### src/rtl/upd_pkg.sv
// shared types, constants and helper functions of the url percent decoder
`timescale 1ns / 1ps
`default_nettype none

package upd_pkg;

   // character codes
   localparam logic [7:0] CH_PERCENT = 8'h25;
   localparam logic [7:0] CH_PLUS    = 8'h2B;
   localparam logic [7:0] CH_SPACE   = 8'h20;

   // most words one input word can complete
   localparam int unsigned MAX_WORDS = 3;
   localparam int unsigned SLOT_W    = $clog2(MAX_WORDS + 1);

   // bundle queue between front and back
   localparam int unsigned QDEPTH = 4;
   localparam int unsigned QPTR_W = $clog2(QDEPTH);
   localparam int unsigned QCNT_W = $clog2(QDEPTH + 1);

   typedef struct packed {
      logic [7:0] in_byte;
      logic       in_last;
   } req_type;

   typedef struct packed {
      logic [7:0] out_byte;
      logic       out_last;
   } rsp_type;

   typedef enum logic [1:0] {
      PH_IDLE  = 2'd0,
      PH_PCT   = 2'd1,
      PH_DIGIT = 2'd2
   } upd_phase_type;

   // decoded output words of one input word
   typedef struct packed {
      logic [MAX_WORDS-1:0][7:0] bytes;
      logic [SLOT_W-1:0]         count;
      logic                      last;
   } upd_bundle_type;

   // queue status seen by front and back
   typedef struct packed {
      logic empty;
      logic full;
   } upd_qstat_type;

   function automatic logic is_hex(input logic [7:0] c);
      is_hex = (c inside {[8'h30:8'h39], [8'h41:8'h46], [8'h61:8'h66]});
   endfunction

   // nibble value of a hex digit character
   function automatic logic [3:0] hex_value(input logic [7:0] c);
      if (c inside {[8'h30:8'h39]}) begin
         hex_value = c[3:0];
      end else if (c inside {[8'h41:8'h46], [8'h61:8'h66]}) begin
         hex_value = c[3:0] + 4'd9;
      end else begin
         hex_value = 4'd0;
      end
   endfunction

endpackage

`default_nettype wire

### src/rtl/url_percent_decoder_unit.sv
// top level of the url percent decoder
//
//  channel  | ports                               | word
//  ---------+-------------------------------------+------------------------------
//  request  | push, full, req_data                | one raw character + last flag
//  response | pop, empty, rsp_data                | one decoded character + last
//  csr      | csr_we, csr_wdata                   | plus_as_space mode bit
//
// one request word is taken per cycle while the bundle queue has room
// each request word yields zero to three response words, given out one per cycle while pop is held
// the back part's single output word per cycle, given pop, sets the sustained rate: three-word
//   flushes hold the input back once the four-entry bundle queue fills
// the front and back stall independently; full depends only on queue fill
// synchronous active-high reset clears escape state, mode bit and queue
`timescale 1ns / 1ps
`default_nettype none

module url_percent_decoder_unit (
   input  wire logic             clock,
   input  wire logic             reset,
   // request side
   input  wire logic             push,
   output logic                  full,
   input  wire upd_pkg::req_type req_data,
   // response side
   input  wire logic             pop,
   output logic                  empty,
   output upd_pkg::rsp_type      rsp_data,
   // mode register
   input  wire logic             csr_we,
   input  wire logic             csr_wdata
);

   upd_pkg::upd_bundle_type fr_bundle;   // words decoded from one request word
   logic                    fr_we;       // request word taken and its bundle holds at least one word
   upd_pkg::upd_bundle_type q_head;
   upd_pkg::upd_qstat_type  q_stat;
   logic                    q_rd;
   logic                    accept;

   // request word is taken when the queue has room
   assign full   = q_stat.full;
   assign accept = push && !q_stat.full;

   // classification and escape tracking
   upd_front u_front (
      .clock     (clock),
      .reset     (reset),
      .accept    (accept),
      .req       (req_data),
      .csr_we    (csr_we),
      .csr_wdata (csr_wdata),
      .bundle    (fr_bundle),
      .bundle_we (fr_we)
   );

   // decouples the front from response back-pressure
   upd_queue u_queue (
      .clock   (clock),
      .reset   (reset),
      .wr_en   (fr_we),
      .wr_data (fr_bundle),
      .rd_en   (q_rd),
      .rd_data (q_head),
      .stat    (q_stat)
   );

   // serializes bundles onto the response port
   upd_back u_back (
      .clock  (clock),
      .reset  (reset),
      .q_data (q_head),
      .q_stat (q_stat),
      .q_rd   (q_rd),
      .pop    (pop),
      .empty  (empty),
      .rsp    (rsp_data)
   );

   a_no_lost_word: assert property (@(posedge clock) disable iff (reset)
      (push && !full && req_data.in_last) |-> fr_we)
      else $error("end of string word dropped");

endmodule

`default_nettype wire

### src/rtl/upd_front.sv
// front part: escape tracking, classification of one input word into a bundle
`timescale 1ns / 1ps
`default_nettype none

module upd_front (
   input  wire logic                    clock,
   input  wire logic                    reset,
   input  wire logic                    accept,
   input  wire upd_pkg::req_type        req,
   input  wire logic                    csr_we,
   input  wire logic                    csr_wdata,
   output upd_pkg::upd_bundle_type      bundle,
   output logic                         bundle_we
);

   upd_pkg::upd_phase_type phase_ff, phase_in;
   logic [7:0]             held_ff, held_in;
   logic                   plus_ff, plus_in;

   always_comb begin
      upd_pkg::upd_bundle_type   b_v;
      logic [upd_pkg::SLOT_W-1:0] n_v;
      logic                       fresh_v;
      upd_pkg::upd_phase_type     ph_v;

      b_v       = '0;
      n_v       = '0;
      fresh_v   = 1'b0;
      ph_v      = upd_pkg::PH_IDLE;
      held_in   = held_ff;

      case (phase_ff)
         upd_pkg::PH_PCT: begin
            if (upd_pkg::is_hex(req.in_byte)) begin
               held_in = req.in_byte;
               ph_v    = upd_pkg::PH_DIGIT;
            end else begin
               b_v.bytes[n_v] = upd_pkg::CH_PERCENT;
               n_v            = n_v + 1'b1;
               fresh_v        = 1'b1;
            end
         end
         upd_pkg::PH_DIGIT: begin
            if (upd_pkg::is_hex(req.in_byte)) begin
               b_v.bytes[n_v] = {upd_pkg::hex_value(held_ff),
                                 upd_pkg::hex_value(req.in_byte)};
               n_v            = n_v + 1'b1;
            end else begin
               b_v.bytes[n_v] = upd_pkg::CH_PERCENT;
               n_v            = n_v + 1'b1;
               b_v.bytes[n_v] = held_ff;
               n_v            = n_v + 1'b1;
               fresh_v        = 1'b1;
            end
            held_in = '0;
         end
         default: begin
            fresh_v = 1'b1;
         end
      endcase

      if (fresh_v) begin
         if (req.in_byte == upd_pkg::CH_PERCENT) begin
            ph_v = upd_pkg::PH_PCT;
         end else if (req.in_byte == upd_pkg::CH_PLUS && plus_ff) begin
            b_v.bytes[n_v] = upd_pkg::CH_SPACE;
            n_v            = n_v + 1'b1;
         end else begin
            b_v.bytes[n_v] = req.in_byte;
            n_v            = n_v + 1'b1;
         end
      end

      // end of string flushes whatever is held
      if (req.in_last) begin
         if (ph_v == upd_pkg::PH_PCT) begin
            b_v.bytes[n_v] = upd_pkg::CH_PERCENT;
            n_v            = n_v + 1'b1;
         end else if (ph_v == upd_pkg::PH_DIGIT) begin
            b_v.bytes[n_v] = upd_pkg::CH_PERCENT;
            n_v            = n_v + 1'b1;
            b_v.bytes[n_v] = held_in;
            n_v            = n_v + 1'b1;
         end
         ph_v    = upd_pkg::PH_IDLE;
         held_in = '0;
      end

      b_v.count = n_v;
      b_v.last  = req.in_last;
      bundle    = b_v;
      bundle_we = accept && (n_v != '0);

      phase_in = accept ? ph_v : phase_ff;
      if (!accept) begin
         held_in = held_ff;
      end
      plus_in = csr_we ? csr_wdata : plus_ff;
   end

   always_ff @(posedge clock) begin
      if (reset) begin
         phase_ff <= upd_pkg::PH_IDLE;
         held_ff  <= '0;
         plus_ff  <= 1'b0;
      end else begin
         phase_ff <= phase_in;
         held_ff  <= held_in;
         plus_ff  <= plus_in;
      end
   end

   a_last_clears: assert property (@(posedge clock) disable iff (reset)
      (accept && req.in_last) |=> (phase_ff == upd_pkg::PH_IDLE && held_ff == '0))
      else $error("escape state not cleared at end of string");

   a_last_emits: assert property (@(posedge clock) disable iff (reset)
      (accept && req.in_last) |-> bundle_we)
      else $error("end of string produced no word");

   a_digit_held: assert property (@(posedge clock) disable iff (reset)
      (phase_ff == upd_pkg::PH_DIGIT) |-> upd_pkg::is_hex(held_ff))
      else $error("held digit is not hex");

endmodule

`default_nettype wire

### src/rtl/upd_queue.sv
// short bundle queue between the front and the back
`timescale 1ns / 1ps
`default_nettype none

module upd_queue (
   input  wire logic                    clock,
   input  wire logic                    reset,
   input  wire logic                    wr_en,
   input  wire upd_pkg::upd_bundle_type wr_data,
   input  wire logic                    rd_en,
   output upd_pkg::upd_bundle_type      rd_data,
   output upd_pkg::upd_qstat_type       stat
);

   upd_pkg::upd_bundle_type mem_ff [upd_pkg::QDEPTH];

   logic [upd_pkg::QPTR_W-1:0] wptr_ff, wptr_in;
   logic [upd_pkg::QPTR_W-1:0] rptr_ff, rptr_in;
   logic [upd_pkg::QCNT_W-1:0] cnt_ff, cnt_in;

   always_comb begin
      wptr_in = wr_en ? wptr_ff + 1'b1 : wptr_ff;
      rptr_in = rd_en ? rptr_ff + 1'b1 : rptr_ff;
      cnt_in  = cnt_ff;
      if (wr_en && !rd_en) begin
         cnt_in = cnt_ff + 1'b1;
      end else if (!wr_en && rd_en) begin
         cnt_in = cnt_ff - 1'b1;
      end
      stat.empty = (cnt_ff == '0);
      stat.full  = (cnt_ff == upd_pkg::QCNT_W'(upd_pkg::QDEPTH));
      rd_data    = mem_ff[rptr_ff];
   end

   always_ff @(posedge clock) begin
      if (wr_en) begin
         mem_ff[wptr_ff] <= wr_data;
      end
   end

   always_ff @(posedge clock) begin
      if (reset) begin
         wptr_ff <= '0;
         rptr_ff <= '0;
         cnt_ff  <= '0;
      end else begin
         wptr_ff <= wptr_in;
         rptr_ff <= rptr_in;
         cnt_ff  <= cnt_in;
      end
   end

   a_no_overflow: assert property (@(posedge clock) disable iff (reset)
      wr_en |-> !stat.full)
      else $error("write into full queue");

   a_no_underflow: assert property (@(posedge clock) disable iff (reset)
      rd_en |-> !stat.empty)
      else $error("read from empty queue");

   a_count_tracks: assert property (@(posedge clock) disable iff (reset)
      (wr_en && !rd_en) |=> (cnt_ff == $past(cnt_ff) + 1'b1))
      else $error("queue count did not advance");

endmodule

`default_nettype wire

### src/rtl/upd_back.sv
// back part: holds one bundle and hands its words out one per pop
`timescale 1ns / 1ps
`default_nettype none

module upd_back (
   input  wire logic                    clock,
   input  wire logic                    reset,
   input  wire upd_pkg::upd_bundle_type q_data,
   input  wire upd_pkg::upd_qstat_type  q_stat,
   output logic                         q_rd,
   input  wire logic                    pop,
   output logic                         empty,
   output upd_pkg::rsp_type             rsp
);

   upd_pkg::upd_bundle_type    cur_ff, cur_in;
   logic [upd_pkg::SLOT_W-1:0] idx_ff, idx_in;
   logic                       busy_ff, busy_in;
   logic                       at_end;

   always_comb begin
      at_end  = (idx_ff == cur_ff.count - 1'b1);
      q_rd    = 1'b0;
      cur_in  = cur_ff;
      idx_in  = idx_ff;
      busy_in = busy_ff;

      if (!busy_ff || (pop && at_end)) begin
         // current bundle done or none held: take the next one
         busy_in = !q_stat.empty;
         q_rd    = !q_stat.empty;
         cur_in  = q_data;
         idx_in  = '0;
      end else if (pop) begin
         idx_in = idx_ff + 1'b1;
      end

      empty        = !busy_ff;
      rsp.out_byte = cur_ff.bytes[idx_ff];
      rsp.out_last = cur_ff.last && at_end;
   end

   always_ff @(posedge clock) begin
      cur_ff <= cur_in;
      idx_ff <= idx_in;
   end

   always_ff @(posedge clock) begin
      if (reset) begin
         busy_ff <= 1'b0;
      end else begin
         busy_ff <= busy_in;
      end
   end

   a_idx_in_range: assert property (@(posedge clock) disable iff (reset)
      busy_ff |-> (cur_ff.count != '0 && idx_ff < cur_ff.count))
      else $error("word index outside held bundle");

   a_last_at_end: assert property (@(posedge clock) disable iff (reset)
      (busy_ff && rsp.out_last) |-> at_end)
      else $error("last marked before bundle end");

endmodule

`default_nettype wire
### config.mk
export PLATFORM = sky130hd
export DESIGN_NAME = url_percent_decoder_unit
export DESIGN_NICKNAME = d
export VERILOG_FILES = /design/src/rtl/upd_pkg.sv /design/src/rtl/url_percent_decoder_unit.sv /design/src/rtl/upd_front.sv /design/src/rtl/upd_queue.sv /design/src/rtl/upd_back.sv
export SDC_FILE = /design/constraint.sdc
export NUM_CORES = 1
export LEC_CHECK = 0
export ABC_CLOCK_PERIOD_IN_PS = 6140
export BUFFER_PORTS_ARGS = -buffer_cell sky130_fd_sc_hd__buf_4
export CORE_MARGIN = 2
export CORE_UTILIZATION = 29
export DETAILED_ROUTE_END_ITERATION = 8
export SLEW_MARGIN = 30
export SYNTH_ARGS = -nofsm -noshare
export SYNTH_HDL_FRONTEND = slang
export SYNTH_SLANG_ARGS = --single-unit
### constraint.sdc
create_clock -name clock -period 6.14 [get_ports clock]
set_input_delay 0.921 -clock clock [delete_from_list [all_inputs] [get_ports clock]]
set_output_delay 0.921 -clock clock [all_outputs]
set_load 0.02 [all_outputs]
# [Word-level counts from Yosys, hierarchy flattened]
# Memories as Yosys holds them, arrays and structs flattened. A register that Yosys moved wholly into a read port is not among the register bits.
# Cells that the tools add are included.
[word_totals] input_bits=15 ram_bits=108 memories=1 reg_bits=21
[op_classes] n_addsub=11 muxes=48 magnitude_cmp=19 n_reduce_logical=29 n_eq_ne=8 bitwise=6
[memory_table] memory="u_queue.mem_ff" words=4 width=27 rd=1 rd_ports_with_merged_regs=1 write_ports=1 line_no="upd_queue.sv:15" rtl="upd_pkg::upd_bundle_type mem_ff [upd_pkg::QDEPTH];"
[ops] operator="24-bit 2-to-1 mux" n=6
[ops] operator="8-bit 2-to-1 mux" n=9
[ops] operator="24-bit bitwise mux" n=2
[ops] operator="8-bit demux with 2-bit select" n=3
[ops] operator="8-bit by 7-bit >= comparator with 1-bit output, second input constant" n=4
[ops] operator="8-bit by 7-bit less-or-equal comparator with 1-bit output, second input constant" n=4
[ops] operator="8-bit case mux with 2 select lines" n=2
[ops] operator="2-bit 2-to-1 mux" n=11
[ops] operator="14-bit by 21-bit bitwise AND with 21-bit output" n=1
[ops] operator="21-bit NOT" n=1
[ops] operator="8-bit binary-select mux with 2-bit select" n=1
[ops] operator="8-bit by 6-bit equality test with 1-bit output, second input constant" n=2
[ops] operator="8-bit by 6-bit >= comparator with 1-bit output, second input constant" n=2
[ops] operator="8-bit by 6-bit less-or-equal comparator with 1-bit output, second input constant" n=2
[ops] operator="1-bit logical AND" n=16
[ops] operator="4-bit 2-to-1 mux" n=4
[ops] operator="15-bit bitwise AND" n=1
[ops] operator="15-bit NOT" n=1
[ops] operator="2-bit by 1-bit adder with 2-bit output, second input constant" n=6
[ops] operator="2-bit by 3-bit < comparator with 1-bit output, second input constant" n=4
[ops] operator="9-bit OR" n=1
[ops] operator="4-bit adder, second input constant" n=2
[ops] operator="2-bit nonzero test" n=4
[ops] operator="2-bit by 1-bit >= comparator with 1-bit output, second input constant" n=3
[ops] operator="17 further kinds" n=29

# [Logic depth before layout (Yosys ltp)]
# Gate-level depths: netlist of run 1.
[logic_depth] word_depth=19 ltp_mapped=22 ltp_nobuf=22

# [By module]
# From an unflattened synthesis of run 1, not the netlist that was laid out.
[hier_totals] cells_unflattened=517 area_unflattened_um2=7606.0
[modules_own_cells] mod="upd_queue" seq_area_each_um2=3423.3 area_per_inst_um2=4372.9 cells_each=185 instances=1
[modules_own_cells] mod="upd_front" seq_area_each_um2=220.2 area_per_inst_um2=1963.1 cells_each=254 instances=1
[modules_own_cells] mod="upd_back" seq_area_each_um2=870.8 area_per_inst_um2=1256.2 cells_each=77 instances=1
[modules_own_cells] mod="url_percent_decoder_unit" seq_area_each_um2=0.0 area_per_inst_um2=13.8 cells_each=1 instances=1

# [Worst setup path after synthesis of run 1]
# OpenSTA, ideal clock, no wires.
[synth_path] kind="input-to-reg" startpoint="in req_data[4] in the netlist's numbering" endpoint="reg u_queue.cnt_ff[2] in the netlist's numbering" path_stages=21 path_slack_ns=1.135 arrival_ns=4.934 required_ns=6.069 n_path_buf=1 setup_ns=0.071 path_cell_list="buf_2 > or4b_1 > a21oi_1 > a21o_4 > nand2_1 > and2_1 > ha_1 > a21oi_2 > nor2_1 > inv_1 > ha_1 > inv_1 > o221ai_1 > a2111o_1 > and2_4 > ha_1 > inv_1 > fa_1 > xor2_1 > or3_1 > a21oi_1"
[synth_between] elab_chain_len=18
[synth_lines] element="start: declaration" line_no="url_percent_decoder_unit.sv:24" rtl="input wire upd_pkg::req_type req_data,"
[synth_lines] element="8-bit by 6-bit >= comparator with 1-bit output (tied with other cells)" line_no="upd_pkg.sv:51" rtl="is_hex = (c inside {[8'h30:8'h39], [8'h41:8'h46], [8'h61:8'h66]});"
[synth_lines] element="1-bit logical AND" line_no="upd_pkg.sv:51"
[synth_lines] element="3-bit nonzero test" line_no="upd_pkg.sv:51"
[synth_lines] element="2-bit 2-to-1 mux or 1-bit 2-to-1 mux (tied branches)" line_no="upd_front.sv:44, upd_front.sv:34"
[synth_lines] element="2-bit case mux with 2 select lines" line_no="upd_front.sv:32" rtl="case (phase_ff)"
[synth_lines] element="2-bit by 1-bit adder with 2-bit output" line_no="upd_front.sv:67, upd_front.sv:70"
[synth_lines] element="2-bit 2-to-1 mux" line_no="upd_front.sv:63" rtl="if (req.in_byte == upd_pkg::CH_PERCENT) begin"
[synth_lines] element="2-bit 2-to-1 mux" line_no="upd_front.sv:62" rtl="if (fresh_v) begin"
[synth_lines] element="[... 3 more ...]"
[synth_lines] element="2-bit 2-to-1 mux" line_no="upd_front.sv:76" rtl="if (ph_v == upd_pkg::PH_PCT) begin"
[synth_lines] element="2-bit 2-to-1 mux (*)" line_no="upd_front.sv:75" rtl="if (req.in_last) begin"
[synth_lines] element="2-bit nonzero test (*)" line_no="upd_front.sv:92" rtl="bundle_we = accept && (n_v != '0);"
[synth_lines] element="1-bit logical AND (*)" line_no="upd_front.sv:92"
[synth_lines] element="via fr_we" line_no="url_percent_decoder_unit.sv:35" rtl="logic fr_we;"
[synth_lines] element="1-bit zero test" line_no="upd_queue.sv:27" rtl="end else if (!wr_en && rd_en) begin"
[synth_lines] element="1-bit logical AND" line_no="upd_queue.sv:27"
[synth_lines] element="2-bit nonzero test (no line)"
[synth_lines] element="end signal: assignment" line_no="upd_queue.sv:49" rtl="cnt_ff <= cnt_in;"
[synth_lines] element="end: declaration" line_no="upd_queue.sv:19" rtl="logic [upd_pkg::QCNT_W-1:0] cnt_ff, cnt_in;"
# The timed path passes the listed nets; every way through them passes the cells marked *.
# A chain may end at the register's enable or synchronous reset.

# [Worst setup path after layout of run 1]
[layout_path] startpoint="in req_data[7] in the netlist's numbering" endpoint="reg u_queue.cnt_ff[2] in the netlist's numbering"
# The elaborated chain is that of the path after synthesis.

==> results of run 1 <==
through the flow:
step	setup slack [ns]	util (%)
floorplan	1.14	-
global placement	0.777	31.2
detailed placement	0.619	31.2
CTS	1.04	33.5
global route	0.694	33.5
finish	0.992	33.5
worst register-to-register path: stages, from the launching register on:
cell and delay, ns:
dfxtp_1 0.37, inv_1 0.06, ha_1 0.51, nand2b_1 0.31, or2_2 0.35, ha_1 0.33, a21oi_2 0.07, nor2_1 0.25
inv_1 0.13, ha_1 0.29, inv_1 0.04, o221ai_1 0.22, a2111o_1 0.31, and2_4 0.19, ha_1 0.17, inv_1 0.06
fa_1 0.37, xor2_1 0.17, or3_1 0.30, a21oi_1 0.14
cell usage in the layout (no fill, tap or decap), types with 8 or more instances in the layout:
cell       Yosys  final
a21oi_1       22     22
a22oi_1       24     24
buf_4          0     27
clkbuf_16      0     17
dfxtp_1       21     19
edfxtp_1     135    135
ha_1          23     23
inv_1         23     23
mux2i_1       13     13
mux4_2        27     27
nand2_1       36     36
nand2b_1       8      8
nand3_1        8      8
nor2_1        27     27
o21ai_0       18     18
o22ai_1        9      9
cells in the mapped netlist (3+ instances only):
library cell	number
edfxtp_1	135
xnor2_1	6
nand2_1	36
nor2b_1	6
ha_1	23
and3_2	6
inv_1	23
mux4_2	27
nand3_1	8
nor3b_1	3
nor3_1	5
nor2_1	27
dfxtp_1	21
a22o_1	6
mux2i_1	13
buf_6	3
clkbuf_1	20
nand2b_1	8
o22ai_1	9
a22oi_1	24
xor2_1	6
o21ai_0	18
a21oi_1	22
o21bai_1	3
a21o_1	4
o31a_1	3
logic make-up (layout without fill, tap and decap cells):
logic type | after synthesis | in the layout | synth area share, %
and+or+nand+nor | 117 | 117 | 8.38
AOI/OAI and AO/OA | 119 | 119 | 11.6
DFF | 156 | 156 | 61.3
buffers and inverters | 51 | 81 | 2.97
muxes | 40 | 40 | 10.1
xor gates and xnor gates | 12 | 12 | 1.44
adders and majority gates | 24 | 24 | 4.22
sequential cells by signal, summed over array words and instances, names as in the netlist:
register / flops
u_back.busy_ff: 1
u_queue.mem_ff: 108
u_queue.wptr_ff: 2
u_queue.cnt_ff: 3
u_front.held_ff: 8
u_front.plus_ff: 1
u_queue.rptr_ff: 2
u_back.idx_ff: 2
u_front.phase_ff: 2
u_back.cur_ff: 27
layout make-up:
cell class                      instances  area [um^2]  share of cell area (%)
Timing Repair Buffer                   27          203                    2.42
Inverter                               24         90.1                    1.08
Multi-Input combinational cell        312         2610                    31.3
Tap cell                              330          413                    4.94
Clock inverter                          9          123                    1.47
Sequential cell                       156         4480                    53.6
Clock buffer                           21          440                    5.27
report_power, final:
group / switching [mW] / leakage, nW / internal [mW]
logic: 0.283 / 1.10 / 0.270
clock network: 0.376 / 0.268 / 0.629
registers: 0.121 / 1.47 / 1.36
total: 0.779 / 2.83 / 2.26
final timing paths:
kind / endpoint / slack (ns) / cells after the start
setup / recovery: u_queue.cnt_ff[2] / 0.99 / 21
hold / removal: u_queue.cnt_ff[2] / 0.53 / 2
setup reg to reg: u_queue.cnt_ff[2] / 1.43 / 19
hold reg to reg: u_queue.cnt_ff[2] / 0.53 / 2
layer usage:
| layer | up-vias | GRT usage, % | wire length, um |
|---|---|---|---|
| met1 | 2250 | 17.9 | 7700 |
| li1 | 2041 | - | - |
| met3 | 15 | 3.36 | 848 |
| met4 | 0 | 3.50 | 179 |
| met2 | 120 | 20.7 | 7860 |
| met5 | - | 0 | 0 |
==> flow_summary_export.csv, run 1 <==
group,metric,value,unit
synth,ys_types,68,
worst_setup_path,path_max_fanout,8,
placement,dp.cells,849,
floorplanning,die_x,163,um
worst_setup_path,cp_num_buf_inv,4,
worst_setup_path,crit_arrival,5.50,ns
timing,rsz0062_at_grt,"no",
worst_setup_path,endpoint_kind,"register",
global_routing,grt_pass1_vias,4429,
global_routing,grt_antenna_before_repair,0,
placement,dp_hpwl,11200,um
routing,vias_per_cell,5.04,
worst_setup_path,cp_slowest_cell,"or3b_1",
worst_hold_path,hold_path_class,"reg2reg",
synth,syn_nets,558,
placement,gp_congestion,0.916,
placement,post_dp_cell_area,7800,um^2
synth,ys_seq_elements,156,
worst_hold_path,min_from,"u_queue.cnt_ff[2]",
synth,syn_inst,519,
power_and_ir_drop,leakage,2.83,nW
synth,syn_area_per_cell,14.1,um^2
floorplanning,start_util,29.2,%
timing,slew_headroom,44.0,%
cts,cts-resized-gates,0,
global_routing,grt_pass1_wl,25800,um
synth,ys_warn_count,0,
synth,yosysTopAreaCellShare,55.5,%
timing,hold_viol,0,
cts,post_cts_buffers,0,
routing,vias,4426,
global_routing,grt_max_degree,31,
cells_and_area,fin_cells,879,
worst_setup_path,slowest_delay,0.51,ns
timing,fin_crit,5.15,ns
synth,async_reset_ff_share,0,%
floorplanning,dieArea,26500,um^2
cts,cts_max_level,4,
cells_and_area,fillers,2451,
floorplanning,core-area,25000,um^2
synth,yosysSeqAreaShare,61.3,%
cts,cts_root_buf,"clkbuf_16",
worst_setup_path,crit_path_start_kind,"input pin",
routing,dr.first_iter.drc_count,432,
floorplanning,rows,58,
global_routing,grt_overflow,0,
cts,numCtsBuffers,17,
cells_and_area,insertedDiodeCount,0,
cts,path_clk_slew,0.06,ns
run,drv_cap,0,
cells_and_area,fin_area,8360,um^2
timing,fin_crit_sh,83.8,%
timing,drv_slew,0,
routing,firstDrtPassIters,5,
routing,drtAntennaViolNets,0,
cts,cts_hold_repair.buffers,0,
worst_setup_path,path_cells,"buf_4, or3b_1, a211oi_4, a21o_4, nand2_1, and2_1, ha_1, a21oi_2, nor2_1, inv_1, ha_1, inv_1, o221ai_1, a2111o_1, and2_4, ha_1, inv_1, fa_1, xor2_1, or3_1, a21oi_1",
timing,worstMarginPinSlew,0.831,ns
worst_setup_path,path_class,"in2reg",
cells_and_area,layout.nets,577,
power_and_ir_drop,ir_drop,0.000205,V
routing,drc,0,
timing,fin_worst_skew,0.0183,ns
synth,synthTopCellsByArea,"edfxtp_1, mux4_2, dfxtp_1",
power_and_ir_drop,power_density,363,nW/um^2
floorplanning,die_h,163,um
placement,numPortBuffers,25,
cts,clock_latency,0.42,ns
routing,wirelength,16600,um
cells_and_area,drive_gt1_share,18.0,%
timing,clock.fmax,0.194,GHz
worst_setup_path,r2r_start,"u_front.phase_ff[0]",
synth,synth_area,7300,um^2
worst_setup_path,crit_required,6.49,ns
timing,tns,0,ns
status,outcome,"complete, no violations",
worst_setup_path,cp-startpoint,"req_data[7]",
power_and_ir_drop,power,3.04,mW
routing,route.detailed.wl_per_inst,18.9,um
global_routing,grt_usage,13.1,%
cells_and_area,area_growth,14.6,%
timing,whs,0.528,ns
synth,yosys.area.top_type,"edfxtp_1",
cts,clock-sinks,156,
timing,setup_viol,0,
synth,synth-edff-count,135,
cts,cts_buffer_depth,2,
floorplanning,io_pins,26,
synth,synth_flop_cell,"edfxtp_1",
worst_setup_path,critPathTopFamily,"simple AND/OR/NAND/NOR gates",
cts,cts_tree,"done",
(Power assumes the default switching activity.)
==> inputs of run 2 (changes only) <==
ABC_CLOCK_PERIOD_IN_PS = 4700   (was 6140)
clock period = 4.7 ns   (was 6.14 ns; I/O delays follow)
==> run 2 against run 1 <==
Effect of this change:
- sequential power up 28%
- worst setup slack got worse by 0.64 ns
- register-to-register slack worse by 0.91 ns
- clock power rose by 33%
- routed wire length is 0.97% lower
- total power is 33% higher
- combinational power is 48% higher
- first-iteration DRC count is 13% lower
- cell count grew 4.0%
- critical path type unchanged
- critical endpoint unchanged
- highest routed layer unchanged
==> flow_summary_export.csv, run 2 (synthesis gave the netlist of run 1 again) <==
group,metric,value,unit
status,outcome,"complete, no violations",
global_routing,grt_pass1_wl,25900,um
routing,firstDrtPassIters,5,
floorplanning,die_x,163,um
timing,worstMarginPinSlew,0.938,ns
global_routing,grt_max_degree,31,
cts,clock_latency,0.41,ns
cells_and_area,utilization,34.8,%
cells_and_area,insertedDiodeCount,0,
cells_and_area,regMostFlops,"u_queue.mem_ff",
cells_and_area,fin_cells,914,
cells_and_area,multi_input_area,2630,um^2
global_routing,grt_pass1_vias,4544,
routing,drtAntennaViolNets,0,
worst_setup_path,path_max_fanout,3,
floorplanning,die_h,163,um
timing,drv_slew,0,
cts,cts_max_level,4,
cells_and_area,drive_gt1_share,24.1,%
floorplanning,io_pins,26,
worst_setup_path,path_class,"in2reg",
cts,numCtsBuffers,17,
worst_setup_path,endpoint_kind,"register",
cts,cts_root_buf,"clkbuf_16",
power_and_ir_drop,power_density,464,nW/um^2
cts,path_clk_slew,0.06,ns
timing,fin_crit_sh,92.6,%
timing,tns,0,ns
cells_and_area,final_common_cell,"edfxtp_1",
cells_and_area,area_growth,19.2,%
run,drv_cap,0,
global_routing,grt_antenna_before_repair,0,
floorplanning,start_util,29.2,%
worst_setup_path,path_common_cell,"ha_1",
cells_and_area,top_regs,"u_queue.mem_ff (108), u_back.cur_ff (27), u_front.held_ff (8)",
cells_and_area,fillers,2435,
worst_setup_path,crit_arrival,4.70,ns
placement,dp_hpwl,11500,um
cells_and_area,largest_reg_flops,108,
timing,hold_viol,0,
placement,dp.cells,882,
timing,setup_viol,0,
worst_setup_path,cp_slowest_cell,"or4b_1",
timing,rsz0062_at_grt,"no",
cts,cts_hold_repair.buffers,0,
worst_hold_path,min_path_cells,3,
routing,dr.first_iter.drc_count,375,
cts,cts_tree,"done",
power_and_ir_drop,ir_drop,0.000204,V
timing,fin_crit,4.35,ns
placement,gp_congestion,0.904,
cells_and_area,regArea,4480,um^2
timing,clock.fmax,0.230,GHz
worst_setup_path,crit_path_start_kind,"input pin",
routing,vias_per_cell,4.94,
cts,clock-sinks,156,
worst_setup_path,slowest_delay,0.53,ns
floorplanning,core-area,25000,um^2
floorplanning,rows,58,
cells_and_area,layout.nets,610,
worst_setup_path,crit_required,5.04,ns
worst_setup_path,path_cells,"buf_4, or4b_1, a21oi_2, a21o_4, nand2_1, and2_1, ha_1, a21oi_2, nor2_2, inv_1, ha_1, nand3_1, o221ai_2, a2111o_1, and2_4, ha_1, inv_1, fa_1, xor2_1, or3_1, a21oi_1",
routing,route.detailed.wl_per_inst,18.0,um
timing,fin_worst_skew,0.00988,ns
worst_hold_path,hold_path_class,"in2reg",
power_and_ir_drop,leakage,3.03,nW
routing,drc,0,
cts,cts_buffer_depth,2,
timing,slew_headroom,35.9,%
routing,wirelength,16400,um
cts,cts-resized-gates,0,
cts,post_cts_buffers,0,
global_routing,grt_overflow,0,
floorplanning,dieArea,26500,um^2
worst_setup_path,worst-r2r-cell-count,19,
routing,vias,4516,
global_routing,grt_usage,13.0,%
placement,numPortBuffers,25,
cells_and_area,final_cell_mix,"edfxtp_1, buf_4, nand2_1, mux4_2, nor2_1",
## run 2: cell count changes in the layout (fill, tap and decap cells not counted), moves of 2 or more
cell and change:
buf_4 +29, clkinv_4 +5, buf_12 +4, clkbuf_1 -4, a21oi_1 -2, a21oi_2 +2, inv_6 +2, inv_8 +2
## run 2: metal layers
| metal | track usage [%] | wire [um] | up-vias |
|---|---|---|---|
| met5 | 0 | 0 | - |
| met4 | 5.07 | 446 | 0 |
| met3 | 2.60 | 625 | 31 |
| met2 | 20.5 | 7690 | 113 |
| met1 | 17.6 | 7670 | 2261 |
| li1 | - | - | 2111 |
## run 2: worst paths after layout
check                      start                end  slack [ns]
max reg2reg  u_front.phase_ff[0]  u_queue.cnt_ff[2]        0.52
max                  req_data[4]  u_queue.cnt_ff[2]        0.35
min reg2reg    u_queue.cnt_ff[2]  u_queue.cnt_ff[2]        0.54
min                    csr_wdata    u_front.plus_ff        0.52
## run 2: stage by stage
step / worst slack (ns) / hold WS (ns) / instance area [um^2] / power [mW]
floorplan: 0.0187 / 0.461 / 7320 / 2.43
global placement: 0.0191 / 0.498 / 8110 / 2.73
detailed placement: -0.0956 / 0.532 / 8110 / 2.76
CTS: 0.329 / 0.510 / 8700 / 4.09
global route: 0.0658 / 0.555 / 8700 / 4.23
finish: 0.347 / 0.523 / 8700 / 4.04
## run 2: worst max-delay path, delay by kind of cell
kind	cells	cell delay, ns
AO/OA/AOI/OAI	6	1.10
adder cells (fa/ha/maj)	4	1.03
AND/OR/NAND/NOR	7	1.40
buffers and inverters	3	0.26
XOR/XNOR	1	0.18
## run 2: power breakdown
part           total (mW)  switching, mW  internal, mW
clock                1.34          0.544         0.791
sequential           1.89          0.115          1.77
combinational       0.818          0.428         0.390
## run 2: layout make-up
type	count	share of cell area, %
multi-input combinational	312	30.2
clock inverter	15	1.88
timing repair buffer	60	5.75
clock buffer	17	4.89
tap	330	4.75
inverter	24	1.04
sequential	156	51.5
==> inputs of run 3 (changes only) <==
ABC_CLOCK_PERIOD_IN_PS = 5050   (was 4700)
MAX_ROUTING_LAYER = met4   (was default)
PLACE_DENSITY = 0.45   (was default)
clock period = 5.05 ns   (was 4.7 ns; I/O delays follow)
==> run 3 against run 2 <==
Effect of this change:
- hold slack gained 0.0059 ns
- first-iteration DRC count grew 19%
- sequential power shrank 7%
- worst setup slack better by 0.0017 ns
- critical endpoint unchanged
- register-to-register slack better by 0.15 ns
==> flow_summary_export.csv, run 3 (synthesis gave the netlist of run 1 again) <==
group,metric,value,unit
placement,dp.cells,861,
worst_setup_path,cp_slowest_cell,"or4b_1",
routing,drtAntennaViolNets,0,
worst_setup_path,slowest_delay,0.52,ns
routing,firstDrtPassIters,6,
floorplanning,die_h,163,um
power_and_ir_drop,ir_drop,0.000216,V
cts,cts_buffer_depth,2,
cts,cts_hold_repair.buffers,0,
timing,drv_slew,0,
routing,drc,0,
cells_and_area,fin_cells,893,
cells_and_area,drive_gt1_share,20.1,%
cts,numCtsBuffers,17,
timing,worstMarginPinSlew,0.837,ns
routing,vias_per_cell,5.00,
timing,fin_crit,4.70,ns
cts,post_cts_buffers,0,
run,drv_cap,0,
routing,dr.first_iter.drc_count,446,
floorplanning,dieArea,26500,um^2
floorplanning,die_x,163,um
global_routing,grt_pass1_wl,27300,um
cells_and_area,final_cell_mix,"edfxtp_1, buf_4, nand2_1, nor2_1, mux4_2",
cells_and_area,top_regs,"u_queue.mem_ff (108), u_back.cur_ff (27), u_front.held_ff (8)",
worst_setup_path,crit_arrival,5.05,ns
worst_setup_path,worst-r2r-cell-count,19,
worst_setup_path,path_max_fanout,8,
cells_and_area,regMostFlops,"u_queue.mem_ff",
cells_and_area,utilization,33.8,%
worst_setup_path,crit_required,5.40,ns
global_routing,grt_pass1_vias,4613,
global_routing,grt_max_degree,31,
status,outcome,"complete, no violations",
cts,clock_latency,0.42,ns
floorplanning,io_pins,26,
cells_and_area,area_growth,15.5,%
routing,route.detailed.wl_per_inst,19.8,um
cells_and_area,largest_reg_flops,108,
timing,hold_viol,0,
timing,fin_crit_sh,93.1,%
cts,cts-resized-gates,0,
worst_setup_path,crit_path_start_kind,"input pin",
placement,numPortBuffers,25,
power_and_ir_drop,power_density,435,nW/um^2
timing,clock.fmax,0.213,GHz
worst_hold_path,min_path_cells,2,
power_and_ir_drop,power,3.67,mW
cts,cts_root_buf,"clkbuf_16",
routing,wirelength,17700,um
floorplanning,core-area,25000,um^2
global_routing,grt_overflow,0,
routing,vias,4468,
placement,gp_congestion,0.931,
global_routing,grt_antenna_before_repair,0,
cts,path_clk_slew,0.06,ns
floorplanning,rows,58,
placement,dp_hpwl,12100,um
cells_and_area,insertedDiodeCount,0,
timing,slew_headroom,44.2,%
timing,setup_viol,0,
timing,fin_worst_skew,0.0128,ns
timing,rsz0062_at_grt,"no",
worst_setup_path,path_cells,"buf_4, or4b_1, a21oi_1, a21o_4, nand2_1, and2_1, ha_1, a21oi_2, nor2_1, inv_1, ha_1, inv_1, o221ai_1, a2111o_1, and2_4, ha_1, inv_1, fa_1, xor2_1, or3_1, a21oi_1",
power_and_ir_drop,leakage,2.88,nW
worst_setup_path,path_class,"in2reg",
cts,clock-sinks,156,
cts,cts_max_level,4,
cts,cts_tree,"done",
timing,whs,0.529,ns
cells_and_area,layout.nets,589,
worst_hold_path,hold_path_class,"reg2reg",
global_routing,grt_usage,14.3,%
floorplanning,start_util,29.2,%
worst_setup_path,endpoint_kind,"register",
cells_and_area,final_common_cell,"edfxtp_1",
## run 3: layout make-up
| type | instances | area [um^2] |
|---|---|---|
| fillers | 2490 | 16500 |
| flip-flops and latches | 156 | 4480 |
| multi-input cells | 312 | 2610 |
| clock buffers | 24 | 472 |
| well taps | 330 | 413 |
| repair buffers | 39 | 293 |
| inverters | 24 | 90.1 |
| clock inverters | 8 | 72.6 |
## run 3: worst max-delay path, delay by kind of cell
kind                     cells  cell delay, ns
AND/OR/NAND/NOR              6            1.42
buffers and inverters        4            0.32
XOR/XNOR                     1            0.17
AO/OA/AOI/OAI                6            1.24
adder cells (fa/ha/maj)      4            1.15
## run 3: report_power, final
group          total, mW  internal [mW]  switching, mW  leakage, nW
Clock               1.17          0.700          0.473        0.262
Combinational      0.741          0.336          0.405         1.15
Sequential          1.75           1.65          0.104         1.47
## run 3: final timing paths
check	start	to	slack [ns]
hold / removal	u_queue.cnt_ff[2]	u_queue.cnt_ff[2]	0.53
setup reg to reg	u_front.phase_ff[0]	u_queue.cnt_ff[2]	0.67
setup / recovery	req_data[5]	u_queue.cnt_ff[2]	0.35
hold reg to reg	u_queue.cnt_ff[2]	u_queue.cnt_ff[2]	0.53
## run 3: per-stage QoR
stage | setup TNS [ns] | setup slack, ns | area, um^2
2_1_floorplan | 0 | 0.209 | 7300
3_3_place_gp | 0 | 0.0654 | 7890
3_5_place_dp | -0.000503 | -0.000503 | 7890
4_1_cts | 0 | 0.413 | 8430
5_1_grt | 0 | 0.0928 | 8430
6_report | 0 | 0.349 | 8430
## run 3: metal layers
layer | vias up | routed length (um) | global-route usage (%)
met2 | 139 | 8690 | 23.7
met4 | 0 | 346 | 5.15
met3 | 26 | 733 | 2.42
li1 | 2068 | - | -
met1 | 2235 | 7910 | 17.9
met5 | - | 0 | -
